[src/hdl/qat_pkg.sv]
// ----------------------------------------------------------------------------
// qat_pkg
// Shared types and character constants for the quoted argument tokenizer.
// ----------------------------------------------------------------------------
package qat_pkg;

  localparam int unsigned MaxTokensDefault = 255;
  localparam int unsigned CountMax         = 255;

  localparam logic [7:0] ChBackslash = 8'h5C;
  localparam logic [7:0] ChLowerN    = 8'h6E;
  localparam logic [7:0] ChNewline   = 8'h0A;
  localparam logic [7:0] ChLowerR    = 8'h72;
  localparam logic [7:0] ChReturn    = 8'h0D;
  localparam logic [7:0] ChLowerT    = 8'h74;
  localparam logic [7:0] ChTab       = 8'h09;
  localparam logic [7:0] ChSpace     = 8'h20;
  localparam logic [7:0] ChSingleQ   = 8'h27;
  localparam logic [7:0] ChDoubleQ   = 8'h22;

  typedef enum logic [1:0] {
    KIND_BYTE = 2'd0,
    KIND_END  = 2'd1,
    KIND_OK   = 2'd2,
    KIND_ERR  = 2'd3
  } kind_e;

  typedef enum logic [1:0] {
    QUOTE_NONE   = 2'd0,
    QUOTE_SINGLE = 2'd1,
    QUOTE_DOUBLE = 2'd2
  } quote_e;

  typedef struct packed {
    kind_e       kind;
    logic [7:0]  value;
    logic [7:0]  token_number;
    logic        last_result;
  } result_t;

  typedef struct packed {
    logic        escape_active;
    quote_e      open_quote;
    logic        prev_backslash;
    logic        token_open;
    logic [7:0]  token_count;
  } tok_state_t;

  typedef struct packed {
    logic [1:0]  num;
    result_t     first;
    result_t     second;
  } step_out_t;

endpackage

[src/hdl/qat_step.sv]
// ----------------------------------------------------------------------------
// qat_step
// Per-byte state update: escape tracking, quote spans, token boundaries and
// the up to two results caused by one input item.
// ----------------------------------------------------------------------------
module qat_step #(
  parameter int unsigned MAX_TOKENS = qat_pkg::MaxTokensDefault
) (
  input  qat_pkg::tok_state_t state_i,
  input  logic [7:0]          char_byte_i,
  input  logic                end_of_line_i,
  output qat_pkg::tok_state_t state_o,
  output qat_pkg::step_out_t  step_o
);
  import qat_pkg::*;

  localparam int unsigned CountCap = (MAX_TOKENS < CountMax) ? MAX_TOKENS : CountMax;

  logic       esc;
  logic [7:0] ch;
  logic       blank;
  logic       is_quote;
  quote_e     quote_kind;
  logic [7:0] count_inc;
  logic [7:0] quote_byte;

  always_comb begin
    esc = state_i.prev_backslash ? ~state_i.escape_active : 1'b0;

    ch = char_byte_i;
    if (esc) begin
      case (char_byte_i)
        ChLowerN: ch = ChNewline;
        ChLowerR: ch = ChReturn;
        ChLowerT: ch = ChTab;
        default:  ch = char_byte_i;
      endcase
    end

    blank      = (ch == ChSpace) || (ch == ChTab);
    is_quote   = (ch == ChSingleQ) || (ch == ChDoubleQ);
    quote_kind = (ch == ChSingleQ) ? QUOTE_SINGLE : QUOTE_DOUBLE;

    // Token count saturates at the configured limit, or at CountMax if that is lower.
    count_inc = (state_i.token_count < CountCap[7:0]) ?
                state_i.token_count + 8'd1 : state_i.token_count;

    case (state_i.open_quote)
      QUOTE_SINGLE: quote_byte = ChSingleQ;
      QUOTE_DOUBLE: quote_byte = ChDoubleQ;
      default:      quote_byte = 8'h00;
    endcase

    state_o = state_i;
    step_o  = '0;
    step_o.first.token_number  = state_i.token_count;
    step_o.second.token_number = state_i.token_count;

    if (end_of_line_i) begin
      state_o = '0;
      if (state_i.open_quote != QUOTE_NONE) begin
        step_o.num               = 2'd1;
        step_o.first.kind        = KIND_ERR;
        step_o.first.value       = quote_byte;
        step_o.first.last_result = 1'b1;
      end else if (state_i.token_open) begin
        step_o.num                  = 2'd2;
        step_o.first.kind           = KIND_END;
        step_o.first.token_number   = count_inc;
        step_o.second.kind          = KIND_OK;
        step_o.second.token_number  = count_inc;
        step_o.second.last_result   = 1'b1;
      end else begin
        step_o.num               = 2'd1;
        step_o.first.kind        = KIND_OK;
        step_o.first.last_result = 1'b1;
      end
    end else begin
      state_o.escape_active  = esc;
      state_o.prev_backslash = (ch == ChBackslash);
      step_o.first.last_result = 1'b1;
      if ((state_i.open_quote == QUOTE_NONE) && blank) begin
        if (state_i.token_open) begin
          state_o.token_count       = count_inc;
          state_o.token_open        = 1'b0;
          step_o.num                = 2'd1;
          step_o.first.kind         = KIND_END;
          step_o.first.token_number = count_inc;
        end
      end else if (!esc && is_quote) begin
        if (state_i.open_quote == QUOTE_NONE) begin
          state_o.open_quote = quote_kind;
        end else if (state_i.open_quote == quote_kind) begin
          state_o.open_quote = QUOTE_NONE;
        end else begin
          // A quote of the other kind inside a span is an ordinary byte.
          state_o.token_open = 1'b1;
          step_o.num         = 2'd1;
          step_o.first.kind  = KIND_BYTE;
          step_o.first.value = ch;
        end
      end else if ((ch != ChBackslash) || esc) begin
        state_o.token_open = 1'b1;
        step_o.num         = 2'd1;
        step_o.first.kind  = KIND_BYTE;
        step_o.first.value = ch;
      end
    end
  end

endmodule

[src/hdl/qat_out_fifo.sv]
// ----------------------------------------------------------------------------
// qat_out_fifo
// Three-entry result queue that takes up to two results per cycle and
// hands one result per transfer to the output channel.
// ----------------------------------------------------------------------------
module qat_out_fifo (
  input  logic             clk_i,
  input  logic             rst_ni,
  input  logic [1:0]       push_num_i,
  input  qat_pkg::result_t push0_i,
  input  qat_pkg::result_t push1_i,
  input  logic             pop_i,
  output qat_pkg::result_t head_o,
  output logic             not_empty_o,
  output logic             room2_o
);
  import qat_pkg::*;

  localparam int unsigned Depth = 3;

  function automatic logic [1:0] ptr_inc(input logic [1:0] p);
    ptr_inc = (p == 2'(Depth - 1)) ? 2'd0 : p + 2'd1;
  endfunction

  result_t    mem_q [Depth];
  logic [1:0] wr_ptr_q, wr_ptr_d;
  logic [1:0] rd_ptr_q, rd_ptr_d;
  logic [1:0] count_q, count_d;
  logic [1:0] wr_ptr_next;
  logic [1:0] count_after_pop;

  assign wr_ptr_next     = ptr_inc(wr_ptr_q);
  assign count_after_pop = count_q - {1'b0, pop_i};
  assign room2_o         = (count_after_pop <= 2'd1);
  assign not_empty_o     = (count_q != 2'd0);
  assign head_o          = mem_q[rd_ptr_q];

  always_comb begin
    count_d  = count_after_pop + push_num_i;
    rd_ptr_d = pop_i ? ptr_inc(rd_ptr_q) : rd_ptr_q;
    case (push_num_i)
      2'd1:    wr_ptr_d = wr_ptr_next;
      2'd2:    wr_ptr_d = ptr_inc(wr_ptr_next);
      default: wr_ptr_d = wr_ptr_q;
    endcase
  end

  always_ff @(posedge clk_i or negedge rst_ni) begin
    if (!rst_ni) begin
      wr_ptr_q <= '0;
      rd_ptr_q <= '0;
      count_q  <= '0;
    end else begin
      wr_ptr_q <= wr_ptr_d;
      rd_ptr_q <= rd_ptr_d;
      count_q  <= count_d;
    end
  end

  always_ff @(posedge clk_i) begin
    if (push_num_i != 2'd0) begin
      mem_q[wr_ptr_q] <= push0_i;
    end
    if (push_num_i == 2'd2) begin
      mem_q[wr_ptr_next] <= push1_i;
    end
  end

endmodule

[src/hdl/quoted_argument_tokenizer.sv]
// ----------------------------------------------------------------------------
// quoted_argument_tokenizer
// Splits a command line into shell-style arguments, one byte per transfer.
// ----------------------------------------------------------------------------
// Usage: bytes of a command line arrive on the input channel (char_byte_i),
// and a transfer with end_of_line_i set closes the line. Each input transfer
// causes zero, one or two results on the output channel: token bytes, token
// ends, a line-ok marker or an unterminated-quote error. last_result_o marks
// the final result caused by an input transfer; a transfer that causes no
// result produces nothing on the output.
// The byte is registered on input and, when the queue has room for two more
// results, processed by the step logic into a three-entry result queue that
// drives the output channel. Throughput is one input transfer per cycle while
// the queue has that room; an end of line that closes a token yields two
// results, which leave the output one per transfer.
// When the receiver stalls, results wait in the queue and input is still
// taken while the queue has room for two more results.
// Reset clears the tokenizer state, the input valid flag and the queue pointers and count.
// ----------------------------------------------------------------------------
module quoted_argument_tokenizer #(
  parameter int unsigned MAX_TOKENS = qat_pkg::MaxTokensDefault
) (
  input  logic       clk_i,
  input  logic       rst_ni,
  input  logic       in_valid_i,
  output logic       in_ready_o,
  input  logic [7:0] char_byte_i,
  input  logic       end_of_line_i,
  output logic       out_valid_o,
  input  logic       out_ready_i,
  output logic [1:0] kind_o,
  output logic [7:0] value_o,
  output logic [7:0] token_number_o,
  output logic       last_result_o
);
  import qat_pkg::*;

  logic       s1_valid_q;
  logic [7:0] s1_char_q;
  logic       s1_eol_q;
  logic       s1_fire;

  tok_state_t state_q;
  tok_state_t state_next;
  step_out_t  step;

  result_t    head;
  logic       room2;
  logic       pop;
  logic [1:0] push_num;

  qat_step #(
    .MAX_TOKENS(MAX_TOKENS)
  ) u_step (
    .state_i      (state_q),
    .char_byte_i  (s1_char_q),
    .end_of_line_i(s1_eol_q),
    .state_o      (state_next),
    .step_o       (step)
  );

  assign pop        = out_valid_o && out_ready_i;
  assign s1_fire    = s1_valid_q && room2;
  assign in_ready_o = !s1_valid_q || s1_fire;
  assign push_num   = s1_fire ? step.num : 2'd0;

  qat_out_fifo u_out_fifo (
    .clk_i      (clk_i),
    .rst_ni     (rst_ni),
    .push_num_i (push_num),
    .push0_i    (step.first),
    .push1_i    (step.second),
    .pop_i      (pop),
    .head_o     (head),
    .not_empty_o(out_valid_o),
    .room2_o    (room2)
  );

  assign kind_o         = head.kind;
  assign value_o        = head.value;
  assign token_number_o = head.token_number;
  assign last_result_o  = head.last_result;

  always_ff @(posedge clk_i or negedge rst_ni) begin
    if (!rst_ni) begin
      s1_valid_q <= 1'b0;
      state_q    <= '0;
    end else begin
      if (in_ready_o) begin
        s1_valid_q <= in_valid_i;
      end
      if (s1_fire) begin
        state_q <= state_next;
      end
    end
  end

  always_ff @(posedge clk_i) begin
    if (in_valid_i && in_ready_o) begin
      s1_char_q <= char_byte_i;
      s1_eol_q  <= end_of_line_i;
    end
  end

endmodule
[config.mk]
export PLATFORM = sky130hd
export DESIGN_NAME = quoted_argument_tokenizer
export DESIGN_NICKNAME = d
export VERILOG_FILES = /design/src/hdl/qat_pkg.sv /design/src/hdl/qat_step.sv /design/src/hdl/qat_out_fifo.sv /design/src/hdl/quoted_argument_tokenizer.sv
export SDC_FILE = /design/constraint.sdc
export NUM_CORES = 1
export LEC_CHECK = 0
export BUFFER_PORTS_ARGS = -buffer_cell sky130_fd_sc_hd__buf_2
export CAP_MARGIN = 15
export CORE_MARGIN = 2
export CORE_UTILIZATION = 30
export DETAILED_ROUTE_END_ITERATION = 8
export GPL_TIMING_DRIVEN = 0
export HOLD_SLACK_MARGIN = 0.12
export PLACE_DENSITY = 0.53
export SLEW_MARGIN = 0
export SYNTH_ARGS = -nofsm -noshare
export SYNTH_HDL_FRONTEND = slang
export SYNTH_SLANG_ARGS = --single-unit
[constraint.sdc]
create_clock -name clk_i -period 4.3 [get_ports clk_i]
set_input_delay 0.86 -clock clk_i [delete_from_list [all_inputs] [get_ports clk_i]]
set_output_delay 0.86 -clock clk_i [all_outputs]
set_load 0.01 [all_outputs]
Word-level counts from Yosys, hierarchy flattened
Memories as Yosys holds them, arrays and structs flattened.
Index checks and enable logic that the tools add are counted.
- multiplexer cells: 49
- bitwise operators: 1
- add/sub/neg operators: 6
- equality and inequality tests: 20
- reduce and logical (&&, ||, !) cells: 24
- magnitude comparators: 2
- operators by type and width (kind ; number):
    two-way mux 8 bit ; 8
    equality test 8 x 7 -> 1 bit (second input constant) ; 4
    two-way mux 9 bit ; 3
    equality test 8 x 6 -> 1 bit (second input constant) ; 3
    two-way mux 12 bit ; 2
    two-way mux 2 bit ; 12
    case mux 8 bit (3 select lines) ; 1
    two-way mux 11 bit ; 2
    two-way mux 21 bit ; 1
    nonzero test 2 bit ; 7
    two-way mux 13 bit ; 1
    two-way mux 1 bit ; 12
    two-way mux 4 bit ; 3
    case mux 6 bit (2 select lines) ; 1
    equality test 2 bit (second input constant) ; 5
    adder 8 x 1 -> 8 bit (second input constant) ; 1
    equality test 8 x 4 -> 1 bit (second input constant) ; 1
    < comparator 8 bit (second input constant) ; 1
    != test 8 x 7 -> 1 bit (second input constant) ; 1
    AND reduction 4 bit ; 2
    adder 2 x 1 -> 2 bit (second input constant) ; 3
    two-way mux 6 bit ; 1
    logical AND 1 bit ; 5
    equality test 2 x 1 -> 1 bit (second input constant) ; 2
    16 further kinds ; 20
- memories kept: 1
- bits in writable memories: 57
- bits of input ports: 13
- output and inout port bits: 21
- flip-flop bits (word level): 29
- memory list (name ; words ; bits a word ; rd ports ; clocked after Yosys merged registers in ; wr ports ; RTL line ; RTL):
    u_out_fifo.mem_q ; 3 ; 19 ; 1 ; 0 ; 2 ; qat_out_fifo.sv:25 ; result_t mem_q [Depth];

Depth between registers and ports, before layout
Gate-level depths: netlist (run 1).
- depth in word-level cells: 15
- mapped depth: 15

Modules after synthesis
A second synthesis (run 1) with hierarchy kept.
- cell total of the unflattened synthesis: 459
- area, all modules: 5407.7 um^2
- modules (own cells, without submodules) (module ; times used ; cells each ; area an instance (um^2) ; sequential area each (um^2)):
    qat_out_fifo ; 1 ; 222 ; 3235.6 ; 1861.8
    qat_step ; 1 ; 193 ; 1308.8 ; 0.0
    quoted_argument_tokenizer ; 1 ; 44 ; 863.3 ; 620.6

Worst setup path after synthesis (run 1)
Ideal clock, no wire load.
- path kind: input to register
- start: input out_ready_i
- end: memory u_out_fifo.mem_q[1][4] (netlist bit), data pin
- stages on the path: 13
- path buffers: 0
- setup time: 264 ps
- arrival: 3107 ps
- slack: 929 ps
- cell sequence: nand2_1 -> inv_1 -> ha_1 -> xnor2_1 -> nand2_1 -> a21oi_2 -> o311ai_4 -> nand2b_1 -> ha_1 -> nand2_1 -> o32ai_1 -> a22oi_1 -> o21ai_0
- RTL lines (item ; RTL line ; RTL):
    from (decl) ; quoted_argument_tokenizer.sv:30 ; input logic out_ready_i,
    to (decl) ; qat_out_fifo.sv:25 ;

==> run summary, run 1 <==
Outcome: complete, no violations
Initial Util: 30.9%
Hold WC Path Type: flip-flop to flip-flop
Synth warnings: 0
IO Pins: 34
Final Non-Filler Cells: 782
Placed Cells: 765
Final period utilization: 92.8%
Max stage delay on crit path: 0.39 ns
WP data arrival: 4.06 ns
Worst path slowest cell: dfrtp_1
Commonest non-fill, non-tap cells in the layout: 73 x o21ai_0, 60 x nand2_1, 39 x buf_2, 39 x edfxtp_1, 38 x nand3_1
Setup TNS: 0 ns
Critical Path Source Type: flip-flop
Setup bufs post-CTS: 0
GRT Total Usage: 16.2%
Crit path capture type: flip-flop
WL/cell: 16.8 µm
Share of cells above drive strength 1: 13.0%
Antenna violations before repair: 0
Hold_ws: 0.459 ns
IO Port Bufs: 33
DIE AREA: 16800 µm²
Pwr per Cell Area: 697 nW/µm²
Flip-flop and latch count after synthesis: 86
Slew HR: 40.7%
Inserted Clock Buffers: 9
Crit path cell chain: or2_2 -> nand2_1 -> inv_1 -> ha_1 -> xnor2_1 -> nand2_2 -> a21oi_4 -> o311ai_4 -> nand2b_1 -> ha_1 -> and2_1 -> nand2_1 -> o21ai_1 -> a21oi_1 -> a21oi_1
Mapped Area: 4730 µm²
Clock-pin transition on the worst setup and hold timing paths: 0.06 ns
Final critical-path required period: 3.99 ns
VDD IR max: 0.266 mV
Hold Violations, Final: 0
Number of max-cap violations: 0
Final Worst Setup Slack: 0.310 ns
Pleak: 2.03 nW
Hpwl dp: 9540 µm
Max Fclk: 0.251 GHz
Fin util: 35.7%
Routed wire length: 13100 µm
Vias post-DR: 4110
Worst slew pin tran: 0.887 ns
Cell count after synthesis: 521
Hold Buf Count CTS: 0
Routability cong.: 0.874
Worst-case clock buffer depth: 2
Ant diodes: 0
Largest net degree at the start of global routing: 21
Later-pin clock latency in the skew report: 0.34 ns
DRC viols: 0
CP Data Required Time: 4.37 ns
WP buf/inv: 1
Most common cell after layout, fill and taps aside: o21ai_0
Drt via density: 5.26
Core ar.: 15300 µm²
Total power: 3.81 mW
CTS tree: done
Fillers: 1592
Fin area: 5470 µm²
Grt total ovfl: 0
Area after DPL: 5160 µm²
Clock Skews: 0.00784 ns
Syn Nets: 539
Ys async rst share: 23.3%
Die width: 130 µm
Post-Place Worst Slack: -0.136 ns
DR iter-0 viols: 317
First-pass GRT wire length: 21000 µm
Die height: 130 µm
Setup Crit Path Kind: flip-flop to flip-flop
CTS Sinks: 86
Post-synth EDFFs: 39
CP Max Fanout: 10
Area added between synthesis and finish: 15.5%
RSZ-0062 raised after global routing: false
Clk root buf: clkbuf_16
Vias in the first global route: 3890
Delay-heaviest family, CP: simple AND/OR/NAND/NOR gates
Post-synthesis cell type count: 62
Post-route ant nets: 0
Nets: 584
Final setup violation count: 0
Max-slew violations: 0
Most frequently used flop master after synthesis: edfxtp_1
Seq/Total Area, Yosys: 46.8%
CTS H-tree depth: 3
Pre-antenna DRT Iters: 5
Avg Inst Size Synth: 9.08 µm²
Cell Rows: 45
## registers in the layout, summed over array words and instances (netlist names)
name / count
s1_valid_q: 1
u_out_fifo.mem_q: 57
u_out_fifo.rd_ptr_q: 2
u_out_fifo.count_q: 2
u_out_fifo.wr_ptr_q: 2
state_q: 13
s1_char_q: 8
s1_eol_q: 1
## per-layer routing
layer / wire length [µm] / track usage, % / share of wire [%] / vias up
met4: 134 / 4.36 / 1.0 / 0
met1: 6410 / 23.0 / 49 / 1975
met2: 5920 / 25.5 / 45 / 125
met5: 0 / 0 / 0 / -
met3: 671 / 3.01 / 5.1 / 7
li1: - / - / - / 2003
## power breakdown
group	internal [mW]	switching (mW)
Clock	0.426	0.334
Combinational	0.624	1.09
Sequential	1.18	0.159
## cells in the mapped netlist, drive strengths merged, types with 8 or more instances
master	n	area, µm²
a21oi	28	151
a22oi	10	75.1
buf	10	60.1
clkbuf	25	93.8
dfrtp	20	500
dfxtp	27	541
edfxtp	39	1170
inv	14	52.6
mux2i	20	200
nand2	63	239
nand2b	17	106
nand3	38	190
nor2	26	97.6
nor3	11	55.1
o21ai	79	395
o22ai	8	50.1
## worst reg2reg max path, cell delays in order (launching register included)
cell      delay, ns
dfrtp_1        0.39
or2_2          0.33
nand2_1        0.19
inv_1          0.14
ha_1           0.23
xnor2_1        0.31
nand2_2        0.19
a21oi_4        0.24
o311ai_4       0.20
nand2b_1       0.27
ha_1           0.32
and2_1         0.20
nand2_1        0.10
o21ai_1        0.22
a21oi_1        0.27
a21oi_1        0.11
## final cells by class
| class | instances | area [µm²] | area share, % |
|---|---|---|---|
| clock buffers | 12 | 256 | 4.69 |
| clock inverters | 4 | 31.3 | 0.572 |
| multi-input cells | 386 | 2320 | 42.5 |
| well taps | 211 | 264 | 4.83 |
| plain buffers | 35 | 154 | 2.82 |
| inverters | 14 | 52.6 | 0.962 |
| flip-flops and latches | 86 | 2210 | 40.5 |
| repair buffers | 34 | 170 | 3.11 |
## path summary, 6_finish.rpt
| path | endpoint | cells after the start | slack, ns | from |
|---|---|---|---|---|
| worst max-delay path | u_out_fifo.mem_q[1][1] | 15 | 0.31 | u_out_fifo.count_q[1] |
| worst min-delay path | u_out_fifo.mem_q[1][10] | 2 | 0.46 | u_out_fifo.mem_q[1][10] |
| worst max register to register | u_out_fifo.mem_q[1][1] | 15 | 0.31 | u_out_fifo.count_q[1] |
| worst min register to register | u_out_fifo.mem_q[1][10] | 2 | 0.46 | u_out_fifo.mem_q[1][10] |
| max in group asynchronous | state_q[8] | 1 | 3.45 | rst_ni |
| min in group asynchronous | state_q[0] | 1 | 0.50 | rst_ni |
## logic make-up (layout without fill, tap and decap cells)
group | count (synthesis) | in the layout | synth area share (%)
and+or+nand+nor | 191 | 191 | 20.3
muxes | 21 | 21 | 4.47
buffers and inverters | 49 | 99 | 4.36
adders and majority gates | 5 | 5 | 1.32
xor gates and xnor gates | 6 | 6 | 1.11
AOI/OAI and AO/OA | 163 | 163 | 21.7
DFF | 86 | 86 | 46.8
## timing repair
item                                   in CTS  in global routing
setup endpoints to repair                   0                  7
gates resized for setup                     0                  3
endpoints found under the hold margin       0                  0
Power figures use the tool's default switching activity.
==> run 2: changes to the inputs <==
==> constraint.sdc (replaced) <==
create_clock -name clk_i -period 5 [get_ports clk_i]
set_input_delay 1 -clock clk_i [delete_from_list [all_inputs] [get_ports clk_i]]
set_output_delay 1 -clock clk_i [all_outputs]
set_load 0.01 [all_outputs]
==> run 2 against run 1 <==
Sequential cell count unchanged. Count of clock-buffer cells in the layout unchanged. Total power decreased by 14%. Combinational power decreased by 14%. Register-to-register slack improved by 0.46 ns. Critical path depth decreased by 1. Clock skew about the same. Clock power decreased by 14%. Hold slack about the same. Sequential share of layout area increased by 0.093 points. Largest power group unchanged.
==> run summary, run 2 (same netlist as run 1, synthesis figures left out) <==
Area added between synthesis and finish: 15.3%
Max layer used: met4
Met1 WL: 6450 µm
Slew HR: 42.4%
Core ar.: 15300 µm²
Commonest non-fill, non-tap cells in the layout: 73 x o21ai_0, 62 x nand2_1, 39 x buf_2, 39 x edfxtp_1, 38 x nand3_1
DR iter-0 viols: 336
CTS H-tree depth: 3
Pre-antenna DRT Iters: 5
Critical Path Source Type: primary input
Worst slew pin tran: 0.862 ns
Clock power frac: 20.0%
Setup bufs post-CTS: 0
Most common cell after layout, fill and taps aside: o21ai_0
Fillers: 1593
Hold path depth: 2
Worst-case clock buffer depth: 2
Die height: 130 µm
Routed wire length: 13100 µm
Cell Rows: 45
RSZ-0062 raised after global routing: false
Final critical-path required period: 4.25 ns
Hold Violations, Final: 0
Inserted Clock Buffers: 9
Routability cong.: 0.874
Clock Skews: 0.00814 ns
Final setup violation count: 0
Vias post-DR: 4089
Fin area: 5450 µm²
Clock-pin transition on the worst setup and hold timing paths: 0.06 ns
Hpwl dp: 9540 µm
VDD IR max: 0.228 mV
Share of cells above drive strength 1: 12.6%
Drt via density: 5.23
Nets: 584
Ant diodes: 0
Total power: 3.27 mW
WP data arrival: 4.32 ns
Switch Pwr: 1.36 mW
Area after DPL: 5160 µm²
Logic pwr share: 44.8%
Final period utilization: 85.1%
Pwr per Cell Area: 600 nW/µm²
Max Fclk: 0.235 GHz
DRC viols: 0
WL met3: 614 µm
Max-slew violations: 0
Int Pwr: 1.92 mW
Hold WC Path Type: flip-flop to flip-flop
DIE AREA: 16800 µm²
Grt total ovfl: 0
Sw Ratio: 41.4%
Vias in the first global route: 3890
DR WL met2: 5910 µm
First-pass GRT wire length: 21000 µm
Largest register by flop count: u_out_fifo.mem_q
CTS Sinks: 86
Initial Util: 30.9%
Antenna violations before repair: 0
IO Pins: 34
Die width: 130 µm
Largest net degree at the start of global routing: 21
WL/cell: 16.8 µm
Setup Crit Path Kind: primary input to flip-flop
Largest registers: u_out_fifo.mem_q (57), state_q (13), s1_char_q (8)
IO Port Bufs: 33
Later-pin clock latency in the skew report: 0.34 ns
Max reg flops: 57
Outcome: complete, no violations
Pleak: 2.03 nW
CP Max Fanout: 10
Hold Buf Count CTS: 0
Hold_ws: 0.459 ns
Flop pwr share: 35.2%
Clk root buf: clkbuf_16
Post-route ant nets: 0
Resize count post-CTS: 0
Number of max-cap violations: 0
Setup TNS: 0 ns
GRT Total Usage: 16.2%
Worst Reg-to-Reg Cells: 14
CP Data Required Time: 5.07 ns
CTS tree: done
Crit path capture type: flip-flop
## run 2: final timing paths
| kind | startpoint | to | slack [ns] |
|---|---|---|---|
| max | out_ready_i | u_out_fifo.mem_q[1][1] | 0.75 |
| min | u_out_fifo.mem_q[1][10] | u_out_fifo.mem_q[1][10] | 0.46 |
| max reg2reg | u_out_fifo.count_q[1] | u_out_fifo.mem_q[1][1] | 0.77 |
| min reg2reg | u_out_fifo.mem_q[1][10] | u_out_fifo.mem_q[1][10] | 0.46 |
| max in group asynchronous | rst_ni | state_q[3] | 4.00 |
| min in group asynchronous | rst_ni | state_q[0] | 0.64 |
## run 2: critical path, stage by stage
cell	delay, ns
buf_2	0.10
nand2_1	0.16
inv_1	0.13
ha_1	0.22
xnor2_1	0.27
nand2_1	0.23
a21oi_2	0.33
o311ai_4	0.23
nand2b_1	0.27
ha_1	0.31
nand2_1	0.37
o32ai_1	0.32
a21oi_1	0.26
a21oi_1	0.11
## run 2: area by class of cell
class	instances	area [µm²]	share of cell area, %
Inverter	14	52.6	0.964
Timing Repair Buffer	34	170	3.12
Tap cell	211	264	4.84
Buffer	35	154	2.82
Multi-Input combinational cell	386	2310	42.4
Clock inverter	4	31.3	0.574
Clock buffer	12	256	4.70
Sequential cell	86	2210	40.6
## run 2: power by group through the flow
stage	Clock [mW]	Combinational, mW	Sequential, mW
2_1_floorplan	0	1.03	1.12
3_3_place_gp	0	1.44	1.15
3_5_place_dp	0	1.47	1.16
4_1_cts	0.664	1.47	1.15
5_1_grt	0.692	1.65	1.18
6_report	0.655	1.47	1.15
## run 2: stage by stage
step	utilization [%]	worst slack (ns)	std cells
6_report	35.6	0.747	782
5_1_grt	35.6	0.382	782
4_1_cts	35.6	0.756	781
3_5_place_dp	33.7	0.424	765
3_3_place_gp	33.7	0.426	765
2_1_floorplan	-	1.49	521
## run 2: metal layers
metal	GRT usage, %	up-vias
met1	23.0	1963
li1	-	2000
met4	4.36	0
met5	0	-
met3	3.01	6
met2	25.5	120
